==> src/sv/sbq_pkg.sv <==
package sbq_pkg;

	localparam int TAG_W   = 16;
	localparam int AREA_W  = 20;
	localparam int COLOR_W = 8;
	localparam int XY_W    = 10;
	localparam int COUNT_W = 7;

	typedef enum logic [1:0] {
		REQ_INSERT = 2'd0,
		REQ_POP    = 2'd1,
		REQ_FIND   = 2'd2,
		REQ_CLEAR  = 2'd3
	} req_t;

	typedef struct packed {
		logic [TAG_W-1:0]   tag;
		logic [AREA_W-1:0]  area;
		logic [COLOR_W-1:0] color;
		logic [XY_W-1:0]    x;
		logic [XY_W-1:0]    y;
	} blob_rec_t;

	// what every cell does this cycle
	typedef enum logic [1:0] {
		OP_KEEP,
		OP_INSERT,
		OP_LEFT
	} cell_op_t;

	typedef struct packed {
		cell_op_t  op;
		blob_rec_t rec;
	} cell_ctrl_t;

endpackage

==> src/sv/sbq_cell.sv <==
module sbq_cell #(
	parameter int IDX = 0,
	parameter int HW  = 7
) (
	input  logic               clk,
	input  sbq_pkg::cell_ctrl_t ctrl,
	input  logic [HW-1:0]      held,
	input  logic               c_prev,
	input  sbq_pkg::blob_rec_t left_rec,
	input  sbq_pkg::blob_rec_t right_rec,
	output logic               c_out,
	output sbq_pkg::blob_rec_t rec
);
	import sbq_pkg::*;

	blob_rec_t rec_q;
	logic      beyond;
	logic      wins;

	assign beyond = HW'(IDX) >= held;
	// head needs a strictly larger area, later slots take ties ahead of them
	assign wins   = (IDX == 0) ? (ctrl.rec.area > rec_q.area) : (ctrl.rec.area >= rec_q.area);
	assign c_out  = beyond | wins;
	assign rec    = rec_q;

	always_ff @(posedge clk) begin
		case (ctrl.op)
			OP_INSERT: begin
				if (c_prev) begin
					rec_q <= left_rec;
				end else if (c_out) begin
					rec_q <= ctrl.rec;
				end
			end
			OP_LEFT: begin
				rec_q <= right_rec;
			end
			default: begin
			end
		endcase
	end

endmodule

==> config.mk <==
export PLATFORM = sky130hd
export DESIGN_NAME = sbq_cell
export DESIGN_NICKNAME = d
export VERILOG_FILES = /design/src/sv/sbq_pkg.sv /design/src/sv/sbq_cell.sv
export SDC_FILE = /design/constraint.sdc
export NUM_CORES = 1
export LEC_CHECK = 0
export ABC_AREA = 1
export BUFFER_PORTS_ARGS = -buffer_cell sky130_fd_sc_hd__buf_2
export CORE_AREA = 2 2 104 106
export DETAILED_ROUTE_END_ITERATION = 10
export DIE_AREA = 0 0 106 108
export HOLD_SLACK_MARGIN = 0.06
export PLACE_DENSITY = 0.73
export SYNTH_ARGS = -nofsm -noshare
export SYNTH_HDL_FRONTEND = slang
export SYNTH_SLANG_ARGS = --single-unit
==> constraint.sdc <==
create_clock -name clk -period 9.6 [get_ports clk]
set_clock_uncertainty 0.1 [all_clocks]
set_input_delay 2.88 -clock clk [delete_from_list [all_inputs] [get_ports clk]]
set_output_delay 2.88 -clock clk [all_outputs]
set_load 0.01 [all_outputs]
==> metrics, run 1 <==
Starting DRT DRC Count between 300 and 400; Max Freq about 140 MHz; Resize count post-CTS 0; asr flop ratio synth 0%; post-synth top area cell edfxtp_1; CTS tree yes; Std-Cell Core Area 10200 µm²; max-cap violations 0; Clock Latency Late Sink 0.34 ns; max reg flops 64; Gate power share 23.5%; outcome finished clean; Pwr per Cell Area 138 nW/µm²; I/O pin total 268; die area approximately 11000 µm²; DRT Pass-1 Iters 5; largest net degree at the start of global routing 69; Starting Density 37.3%; Final nets ~930; peak supply drop 0.0729 mV; Synth cell types 20; via count 4138; CP required 6.62 ns; critical path arrival 4.16 ns; Setup TNS 0 ns; EDFF count, synth 64; Post-synth top cells nand2_1 (157), nor2_1 (68), a31oi_1 (64), edfxtp_1 (64), inv_1 (30); synthesis-to-finish area growth 41.3%; Hold Crit Depth 7; Int Power ~530 µW; top-area cell type share of the netlist area 50.3%; critical path's top delay family simple AND/OR/NAND/NOR gates; Avg WL per Cell 13.8 µm; Setup CP Type in -> out; cell with the most instances after synthesis nand2_1; Antenna Nets Post-Route 0; Min-Delay Path Class reg -> reg; Hold Fails Final Rpt 0; Gate Count Post-Synth 455; Layout fillers 955; Via density 4.87; sw frac 28.3%; Finish-stage setup viols 0; total CTS buffers 9; Slew @ Worst Pin approximately 1.1 ns; Avg Cell Area, Syn ~8.4 µm²; Final Util 52.8%; Rel. slew slack roughly a quarter; Cell Rows 37; min Tclk post-route 7.14 ns; top cells by area, synth edfxtp_1 (50%), nand2_1 (15%), a31oi_1 (10%); sink count of the clock tree 64; crit path cell chain buf_2 -> ha_1 -> nand2_1 -> nor2_1 -> nand2_2 -> nor2_4 -> nand4_1 -> nand2_1 -> nand2_1 -> buf_2; FF-to-FF path depth 13; die height 108 µm; Reg clk slew, reported paths approximately 0.07 ns; Setup crit start kind input pin; Post-DP HPWL 8.84 mm; placed inst area 5220 µm²; top_reg_cell synth edfxtp_1; final WL ~12 mm; Crit-path slowest cell ha_1; peak per-stage delay on the critical path approximately 0.28 ns; Port Buffers 267; P_leak ~2.7 nW; share of layout cells above drive strength 1 41.5%; Yosys reg bits 64; critical path depth 10; max-slew violation count 0; endpoint class of the critical path output pin; CTS root buf clkbuf_8; clock share of power 29.8%; worst path bufs/invs 2; buffer count from post-CTS setup fixing 0; first-pass GRT wire length 18.1 mm; initial antenna violation count 1; CP max FO 2; crit share post-route 74.4%; Tot GR Track Use approximately a fifth; Die Wd ~110 µm; Ys Warns 0; sequential power share between 40 and 50%; post-route cell area 5400 µm²; vias in the first global route approximately 3900; global route overflow 0; DRC 0; CTS Buffer Depth 2; CTS HTree Levels 3; NetSw approximately 210 µW; diode count 0; Top cell by count, worst path nand2_1; hold buffers post-CTS 0; sequential fraction of the synthesis area between 50 and 60%; Syn Std Cell Area 3820 µm²; Synth Net Count slightly below 700; Placer Congestion 0.849; unrepaired setup endpoints after global routing false
[layer usage]
metal	GRT usage (%)	vias up	wire length (µm)
met5	0	-	5
met4	8.18	2	303
met3	6.39	31	1060
met2	35.4	217	5800
met1	22.7	1843	4550
li1	-	2045	-
[final cells by class]
cell class                 count  area [µm²]  area share [%]
sequential                    64        1920            35.6
multi-input combinational    331        1650            30.5
timing repair buffer         270        1360            25.2
tap                          136         170            3.15
clock buffer                  11         131            2.43
inverter                      32         120            2.22
clock inverter                 5        47.5           0.881
[worst register-to-register path, delay by kind of cell (launching register included)]
family | cells | cell delay (ns)
buffers and inverters | 2 | 0.72
adder cells (fa/ha/maj) | 1 | 0.28
AND/OR/NAND/NOR | 10 | 0.87
flip-flops | 1 | 0.36
[cell families after synthesis]
group | Yosys count | share of synthesized area, %
AND/OR/NAND/NOR | 238 | 24.5
AO/OA/AOI/OAI | 73 | 11.8
flip-flops | 64 | 50.3
buffers and inverters | 60 | 6.78
adder cells (fa/ha/maj) | 20 | 6.55
[placed cells by master (no fill, tap or decap), drive strengths merged]
cell,count
a21o,1
nor4,1
clkinv,4
ha,20
a21oi,7
inv,32
bufinv,1
nand2,162
edfxtp,64
clkbuf,11
buf,270
nor2,71
nor3,1
nand3,2
a31oi,64
o21ai,1
nand4,1
[through the flow]
stage / cells / hold WS, ns / setup WS (ns) / power (mW)
2_1_floorplan: 455 / 2.21 / 2.84 / 0.445
3_3_place_gp: 833 / 1.52 / 2.51 / 0.524
3_5_place_dp: 833 / 1.52 / 2.43 / 0.530
4_1_cts: 849 / 1.54 / 2.43 / 0.754
5_1_grt: 849 / 1.60 / 2.32 / 0.788
6_report: 849 / 1.48 / 2.46 / 0.745
[power by group through the flow]
stage | clock [mW] | combinational, mW | sequential, mW
floorplan | 0 | 0.0766 | 0.369
global placement | 0 | 0.171 | 0.353
detailed placement | 0 | 0.176 | 0.355
CTS | 0.229 | 0.176 | 0.349
global route | 0.241 | 0.196 | 0.351
finish | 0.222 | 0.175 | 0.348
[final timing paths]
check	to	from	slack [ns]
worst max-delay path	c_out	ctrl[39]	2.46
worst max register to register	rec[27]	rec[39]	6.86
worst min register to register	rec[60]	rec[28]	1.48
worst min-delay path	rec[60]	rec[28]	1.48
Note: power is estimated with default switching activity, not from simulation.
==> run 2: changes to the inputs <==
--- a/config.mk
+++ b/config.mk
@@ -5,7 +5,7 @@
 export SDC_FILE = /design/constraint.sdc
 export NUM_CORES = 1
 export LEC_CHECK = 0
-export ABC_AREA = 1
+export ABC_AREA = 0
 export BUFFER_PORTS_ARGS = -buffer_cell sky130_fd_sc_hd__buf_2
 export CORE_AREA = 2 2 104 106
 export DETAILED_ROUTE_END_ITERATION = 10
==> constraint.sdc (replaced) <==
create_clock -name clk -period 7.5 [get_ports clk]
set_clock_uncertainty 0.1 [all_clocks]
set_input_delay 2.25 -clock clk [delete_from_list [all_inputs] [get_ports clk]]
set_output_delay 2.25 -clock clk [all_outputs]
set_load 0.01 [all_outputs]
==> run 2 against run 1 <==
Compared with the run above: sequential power increased by 28%; combinational power grew 25%; utilization increased by 0.65 points; die area unchanged; critical path type unchanged; critical endpoint unchanged; largest cell class unchanged; largest power group unchanged.
==> metrics, run 2 <==
critical path arrival 3.78 ns (was 4.16 ns); reg2reg setup slack 4.22 ns (was 6.86 ns); final non-filler cell total 760 (was 849); CTS root buf clkbuf_8 (unchanged); multi-input logic area 1720 µm² (was 1650 µm²); sequential fraction of the synthesis area 50.7% (was 50.3%); Starting DRT DRC Count 162 (was 336); min Tclk post-route between 6 and 7 ns; NetSw 262 µW (was 211 µW); Starting Density 37.1% (was 37.3%); largest net degree at the start of global routing 113 (was 69); post-synth top area cell edfxtp_1 (unchanged); CP max FO 4 (was 2); top cells by area, synth edfxtp_1 (51%), mux2i_1 (17%), o21ai_0 (7.1%) (was edfxtp_1 (50%), nand2_1 (15%), a31oi_1 (10%)); Min-Delay Path Class reg -> reg (unchanged); DRC 0 (unchanged); buffer count from post-CTS setup fixing 0 (unchanged); peak per-stage delay on the critical path 0.34 ns (was 0.28 ns); critical path's top delay family simple AND/OR/NAND/NOR gates (unchanged); Final Util 53.4% (was 52.8%); CTS HTree Levels 3 (unchanged); Gate power share 22.1% (was 23.5%); Worst Hold End rec[40] (was rec[60]); EDFF count, synth 64 (unchanged); commonest non-fill, non-tap cell in the layout buf_2 (unchanged); Clock Latency Late Sink 0.34 ns (about the same); asr flop ratio synth 0% (unchanged); Synth Net Count 582 (was 678); Setup Slack @ Placement 1.40 ns (was 2.43 ns); Std-Cell Core Area 10200 µm² (unchanged); max-cap violations 0 (unchanged); hold buffers post-CTS 0 (unchanged); CTS Buffer Depth 2 (unchanged); synthesis-to-finish area growth 44.1% (was 41.3%); Tot GR Track Use 18.7% (was 20.1%); outcome finished clean (unchanged); RR Endpoint rec[20] (was rec[27]); register area 1920 µm² (unchanged); Synth cell types 27 (was 20); final WL 10.7 mm (was 11.7 mm); die height 108 µm (unchanged); worst path bufs/invs 2 (unchanged); max-slew violation count 0 (unchanged); Hold Fails Final Rpt 0 (unchanged); Hold Crit Start rec[28] (unchanged); global route overflow 0 (unchanged); Avg WL per Cell 14.1 µm (was 13.8 µm); Int Power 725 µW (was 535 µW); sw frac 26.6% (was 28.3%); Worst Slack Setup Final 1.37 ns (was 2.46 ns); peak supply drop 0.101 mV (was 0.0729 mV); Yosys reg bits 64 (unchanged); Final Power 987 µW (was 745 µW); sequential power share 45.2% (was 46.7%); Post-DP HPWL 8.34 mm (was 8.84 mm); Final nets 842 (was 931); CP required 5.15 ns (was 6.62 ns); Slew @ Worst Pin 1.08 ns (was 1.11 ns); via count 3629 (was 4138); Layout fillers 942 (was 955); vias in the first global route 3594 (was 3921); Finish-stage setup viols 0 (unchanged); Gate Count Post-Synth 359 (was 455); Resize count post-CTS 0 (unchanged); P_leak 2.68 nW (was 2.73 nW); CTS tree yes (unchanged); die area 11400 µm² (unchanged); Max Freq 163 MHz; diode count 0 (unchanged); Top cell by count, worst path buf_2 (was nand2_1); first-pass GRT wire length 16.8 mm (was 18.1 mm); Syn Std Cell Area 3790 µm² (was 3820 µm²); crit path cell chain buf_2 -> ha_1 -> and4_4 -> and3_1 -> a211o_1 -> nor3_1 -> o21ai_1 -> buf_2 (was buf_2 -> ha_1 -> nand2_1 -> nor2_1 -> nand2_2 -> nor2_4 -> nand4_1 -> nand2_1 -> nand2_1 -> buf_2); Rel. slew slack 27.9% (was 26.2%); Reg clk slew, reported paths 0.07 ns (about the same); clock share of power 32.7% (was 29.8%); Placer Congestion 0.874 (was 0.849); Setup crit start kind input pin (unchanged); max reg flops 64 (unchanged); placed cells 744 (was 833); endpoint class of the critical path output pin (unchanged); crit share post-route between 80 and 90%; cell with the most instances after synthesis nand2_1 (unchanged); Hold Crit Depth 4 (was 7); total CTS buffers 9 (unchanged); commonest cells after routing, fill and taps aside buf_2 (266), nand2_1 (70), mux2i_1 (64), edfxtp_1 (64), o21ai_0 (54) (was buf_2 (267), nand2_1 (155), nor2_1 (68)); initial antenna violation count 0 (was 1); Setup CP Type in -> out (unchanged); Avg Cell Area, Syn 10.6 µm² (was 8.40 µm²); Ys Warns 0 (unchanged); Cell Rows 37 (unchanged); Die Wd 106 µm (unchanged); Crit-path slowest cell ha_1 (unchanged); Antenna Nets Post-Route 0 (unchanged); I/O pin total 268 (unchanged); share of layout cells above drive strength 1 46.8% (was 41.5%); top-area cell type share of the netlist area 50.7% (was 50.3%); top_reg_cell synth edfxtp_1 (unchanged); unrepaired setup endpoints after global routing false (unchanged); FF-to-FF path depth 8 (was 13); Post-synth top cells nand2_1 (70), edfxtp_1 (64), mux2i_1 (64), o21ai_0 (54), inv_1 (21) (was nand2_1 (157), nor2_1 (68), a31oi_1 (64), edfxtp_1 (64), inv_1 (30)); R2R Path Start rec[47] (was rec[39]); Setup TNS 0 ns (unchanged); sink count of the clock tree 64 (unchanged); Via density 4.78 (was 4.87); Port Buffers 267 (unchanged); DRT Pass-1 Iters 5 (unchanged); Pwr per Cell Area 181 nW/µm² (was 138 nW/µm²)
==> run 2: changes by cell type after synthesis, moves of 7 or more <==
cell      previous run  this run
a31oi_1             64         0
buf_2               27        11
clkbuf_1             1         8
inv_1               30        21
mux2i_1              0        64
nand2_1            157        70
nor2_1              68         2
o21ai_0              0        54
o21ai_1              0        14
==> run 2: worst max-delay path by stage <==
stage,from,endpoint,slack [ns],cells past startpoint
finish,ctrl[47],c_out,1.37,8
global route,ctrl[47],c_out,1.31,8
CTS,ctrl[47],c_out,1.37,8
detailed placement,ctrl[47],c_out,1.40,8
global placement,ctrl[47],c_out,1.41,8
floorplan,ctrl[43],rec[0],0.62,6
==> run 2: final cells by class <==
class	count	share of cell area [%]
timing repair buffer	270	24.9
multi-input combinational	253	31.5
inverter	21	1.44
clock inverter	6	1.53
tap	136	3.11
clock buffer	10	2.34
sequential	64	35.2
==> run 2: logic make-up (layout without fill, tap and decap cells) <==
family,Yosys count,count (layout),share of synthesized area [%]
buf+inv,42,307,4.52
simple gates,86,86,9.86
mux,64,64,16.9
compound gates,83,83,11.5
fa+ha+maj,20,20,6.60
flops,64,64,50.7
==> run 2: metal layers <==
metal	track usage [%]	wire, µm	up-vias	part of all wire (%)
met1	19.9	4000	1619	37
li1	-	-	1819	-
met3	5.12	904	21	8.5
met5	0	0	-	0
met2	34.4	5540	170	52
met4	8.74	244	0	2.3
==> run 2: tightest hold or removal path: stages (launching register included) <==
cell and delay, ns:
edfxtp_1 0.35, ha_1 0.13, nand4_1 0.12, o311ai_0 0.55, o22ai_4 0.31
==> run 2: metrics by stage <==
step	area, µm²	hold slack (ns)
6_report	5470	1.64
5_1_grt	5470	1.85
2_1_floorplan	3790	2.34
3_3_place_gp	5250	1.63
4_1_cts	5470	1.68
3_5_place_dp	5250	1.66
==> run 2: power groups by stage <==
stage          combinational [mW]  sequential [mW]  clock (mW)
3_5_place_dp                0.220            0.454           0
3_3_place_gp                0.213            0.453           0
2_1_floorplan              0.0911            0.474           0
5_1_grt                     0.244            0.450       0.348
6_report                    0.219            0.446       0.323
4_1_cts                     0.221            0.446       0.330
==> run 3: changes to the inputs <==
--- a/config.mk
+++ b/config.mk
@@ -7,11 +7,11 @@
 export LEC_CHECK = 0
 export ABC_AREA = 0
 export BUFFER_PORTS_ARGS = -buffer_cell sky130_fd_sc_hd__buf_2
-export CORE_AREA = 2 2 104 106
+export CORE_AREA = 2 2 103 105
 export DETAILED_ROUTE_END_ITERATION = 10
-export DIE_AREA = 0 0 106 108
+export DIE_AREA = 0 0 105 107
 export HOLD_SLACK_MARGIN = 0.06
-export PLACE_DENSITY = 0.73
+export PLACE_DENSITY = 0.77
 export SYNTH_ARGS = -nofsm -noshare
 export SYNTH_HDL_FRONTEND = slang
 export SYNTH_SLANG_ARGS = --single-unit
==> constraint.sdc (replaced) <==
create_clock -name clk -period 5.2 [get_ports clk]
set_clock_uncertainty 0.1 [all_clocks]
set_input_delay 1.56 -clock clk [delete_from_list [all_inputs] [get_ports clk]]
set_output_delay 1.56 -clock clk [all_outputs]
set_load 0.01 [all_outputs]
==> run 3 against run 2 <==
Compared with the run above: routed wire length down 2.2%; non-clock buffer count increased by 1; clock power is 42% higher; die area down 1.9%; critical endpoint unchanged; total power is 44% higher; hold slack got worse by 0.24 ns; count of clock-buffer cells in the layout fell by 1; via count is 0.52% higher.
==> metrics, run 3 (synthesized netlist as in run 2, its figures left out) <==
outcome finished clean (unchanged); crit share post-route just over 90%; met1 Resource Use GR 18.3% (was 19.9%); crit path cell chain buf_2 -> ha_1 -> and4_4 -> and3_1 -> a211o_1 -> nor3_1 -> o21ai_1 -> buf_2 (unchanged); buffer count from post-CTS setup fixing 0 (unchanged); Setup crit start kind input pin (unchanged); Final nets 843 (was 842); Rel. slew slack 25.9% (was 27.9%); NetSw 372 µW (was 262 µW); max reg flops 64 (unchanged); sequential power share 45.4% (was 45.2%); first-pass GRT wire length 15.8 mm (was 16.8 mm); die height 107 µm (was 108 µm); Final Hold Slack 1.39 ns (was 1.64 ns); Placer Congestion 0.904 (was 0.874); Port Buffers 267 (unchanged); Tot GR Track Use 17.8% (was 18.7%); max-cap violations 0 (unchanged); Worst Slack Setup Final 0.422 ns (was 1.37 ns); vias in the first global route 3531 (was 3594); Top cell by count, worst path buf_2 (unchanged); unrepaired setup endpoints after global routing false (unchanged); sink count of the clock tree 64 (unchanged); Final Power 1.42 mW (was 987 µW); Crit-path slowest cell ha_1 (unchanged); diode count 0 (unchanged); Std-Cell Core Area 10100 µm² (was 10200 µm²); max-slew violation count 0 (unchanged); die area 11200 µm² (was 11400 µm²); commonest non-fill, non-tap cell in the layout buf_2 (unchanged); hold buffers post-CTS 0 (unchanged); CTS HTree Levels 3 (unchanged); Post-DP HPWL 8.56 mm (was 8.34 mm); DRT Pass-1 Iters 4 (was 5); Avg WL per Cell 13.8 µm (was 14.1 µm); Reg clk slew, reported paths 0.07 ns (about the same); Int Power 1.04 mW (was 725 µW); I/O pin total 268 (unchanged); met2 usage in global routing 32.9% (was 34.4%); commonest cells after routing, fill and taps aside buf_2 (266), nand2_1 (70), mux2i_1 (64), edfxtp_1 (64), o21ai_0 (54) (unchanged); Starting Density 37.6% (was 37.1%); CP max FO 3 (was 4); CTS tree yes (unchanged); clock share of power 32.3% (was 32.7%); FF-to-FF path depth 8 (unchanged); peak supply drop 0.137 mV (was 0.101 mV); sw frac 26.3% (was 26.6%); via count 3648 (was 3629); CTS root buf clkbuf_8 (unchanged); Die Wd 105 µm (was 106 µm); Min-Delay Path Class in -> reg (was reg -> reg); Hold Crit Depth 3 (was 4); Max Freq 209 MHz; Hold Fails Final Rpt 0 (unchanged); Layout fillers 931 (was 942); Resize count post-CTS 0 (unchanged); critical path arrival 3.12 ns (was 3.78 ns); Slew @ Worst Pin 1.11 ns (was 1.08 ns); Pwr per Cell Area 258 nW/µm² (was 181 nW/µm²); Setup CP Type in -> out (unchanged); Clock Latency Late Sink 0.33 ns (was 0.34 ns); P_leak 2.69 nW (was 2.68 nW); Starting DRT DRC Count 129 (was 162); synthesis-to-finish area growth 44.5% (was 44.1%); met3 Use GR 5.29% (was 5.12%); Gate power share 22.3% (was 22.1%); CP required 3.54 ns (was 5.15 ns); Finish-stage setup viols 0 (unchanged); largest net degree at the start of global routing 59 (was 113); Setup Slack @ Placement 0.438 ns (was 1.40 ns); peak per-stage delay on the critical path 0.32 ns (was 0.34 ns); endpoint class of the critical path output pin (unchanged); initial antenna violation count 0 (unchanged); min Tclk post-route 4.78 ns; total CTS buffers 9 (unchanged); DRC 0 (unchanged); CTS Buffer Depth 2 (unchanged); final WL 10.5 mm (was 10.7 mm); Setup TNS 0 ns (unchanged); share of layout cells above drive strength 1 47.1% (was 46.8%); Via density 4.80 (was 4.78); Antenna Nets Post-Route 0 (unchanged); global route overflow 0 (unchanged); GR peak layer met2 (unchanged); Cell Rows 37 (unchanged)
==> run 3: cell count changes in the layout (fill, tap and decap cells not counted) <==
| cell | before | now |
|---|---|---|
| buf_12 | 0 | 1 |
| clkbuf_1 | 1 | 0 |
| clkinv_1 | 1 | 0 |
| clkinv_2 | 1 | 2 |
==> run 3: routing by layer <==
metal / vias up / wire length (µm) / share of wire [%]
met5: - / 0 / 0
met4: 0 / 236 / 2.3
met3: 20 / 873 / 8.3
met2: 169 / 5470 / 52
met1: 1636 / 3890 / 37
li1: 1823 / - / -
==> run 3: critical path, delay by kind of cell <==
family	cells	cell delay [ns]
AOI/OAI and AO/OA	2	0.38
adders and majority gates	1	0.32
buffers and inverters	2	0.26
and+or+nand+nor	3	0.60
==> run 3: stage by stage <==
step	util [%]	instances	cell area (µm²)
3_3_place_gp	52.3	745	5270
5_1_grt	54.3	760	5480
6_report	54.3	760	5480
3_5_place_dp	52.3	745	5270
4_1_cts	54.3	760	5480
2_1_floorplan	-	359	3800
==> run 3: worst paths after layout <==
kind              slack [ns]      end          from
hold reg to reg         1.71  rec[40]       rec[28]
hold / removal          1.39   rec[4]  right_rec[4]
setup reg to reg        2.20  rec[17]       rec[39]
setup / recovery        0.42    c_out      ctrl[43]
==> run 3: power by group through the flow <==
| stage | sequential, mW | combinational [mW] | clock [mW] |
|---|---|---|---|
| floorplan | 0.682 | 0.132 | 0 |
| global placement | 0.653 | 0.308 | 0 |
| detailed placement | 0.655 | 0.319 | 0 |
| CTS | 0.644 | 0.321 | 0.473 |
| global route | 0.648 | 0.350 | 0.492 |
| finish | 0.643 | 0.316 | 0.458 |
==> run 3: final cells by class <==
class                           count  area [µm²]  share of cell area (%)
Clock inverter                      6        85.1                    1.55
Multi-Input combinational cell    253        1720                    31.4
Inverter                           21        78.8                    1.44
Tap cell                          136         170                    3.10
Clock buffer                        9         124                    2.26
Timing Repair Buffer              271        1380                    25.2
Sequential cell                    64        1920                    35.1
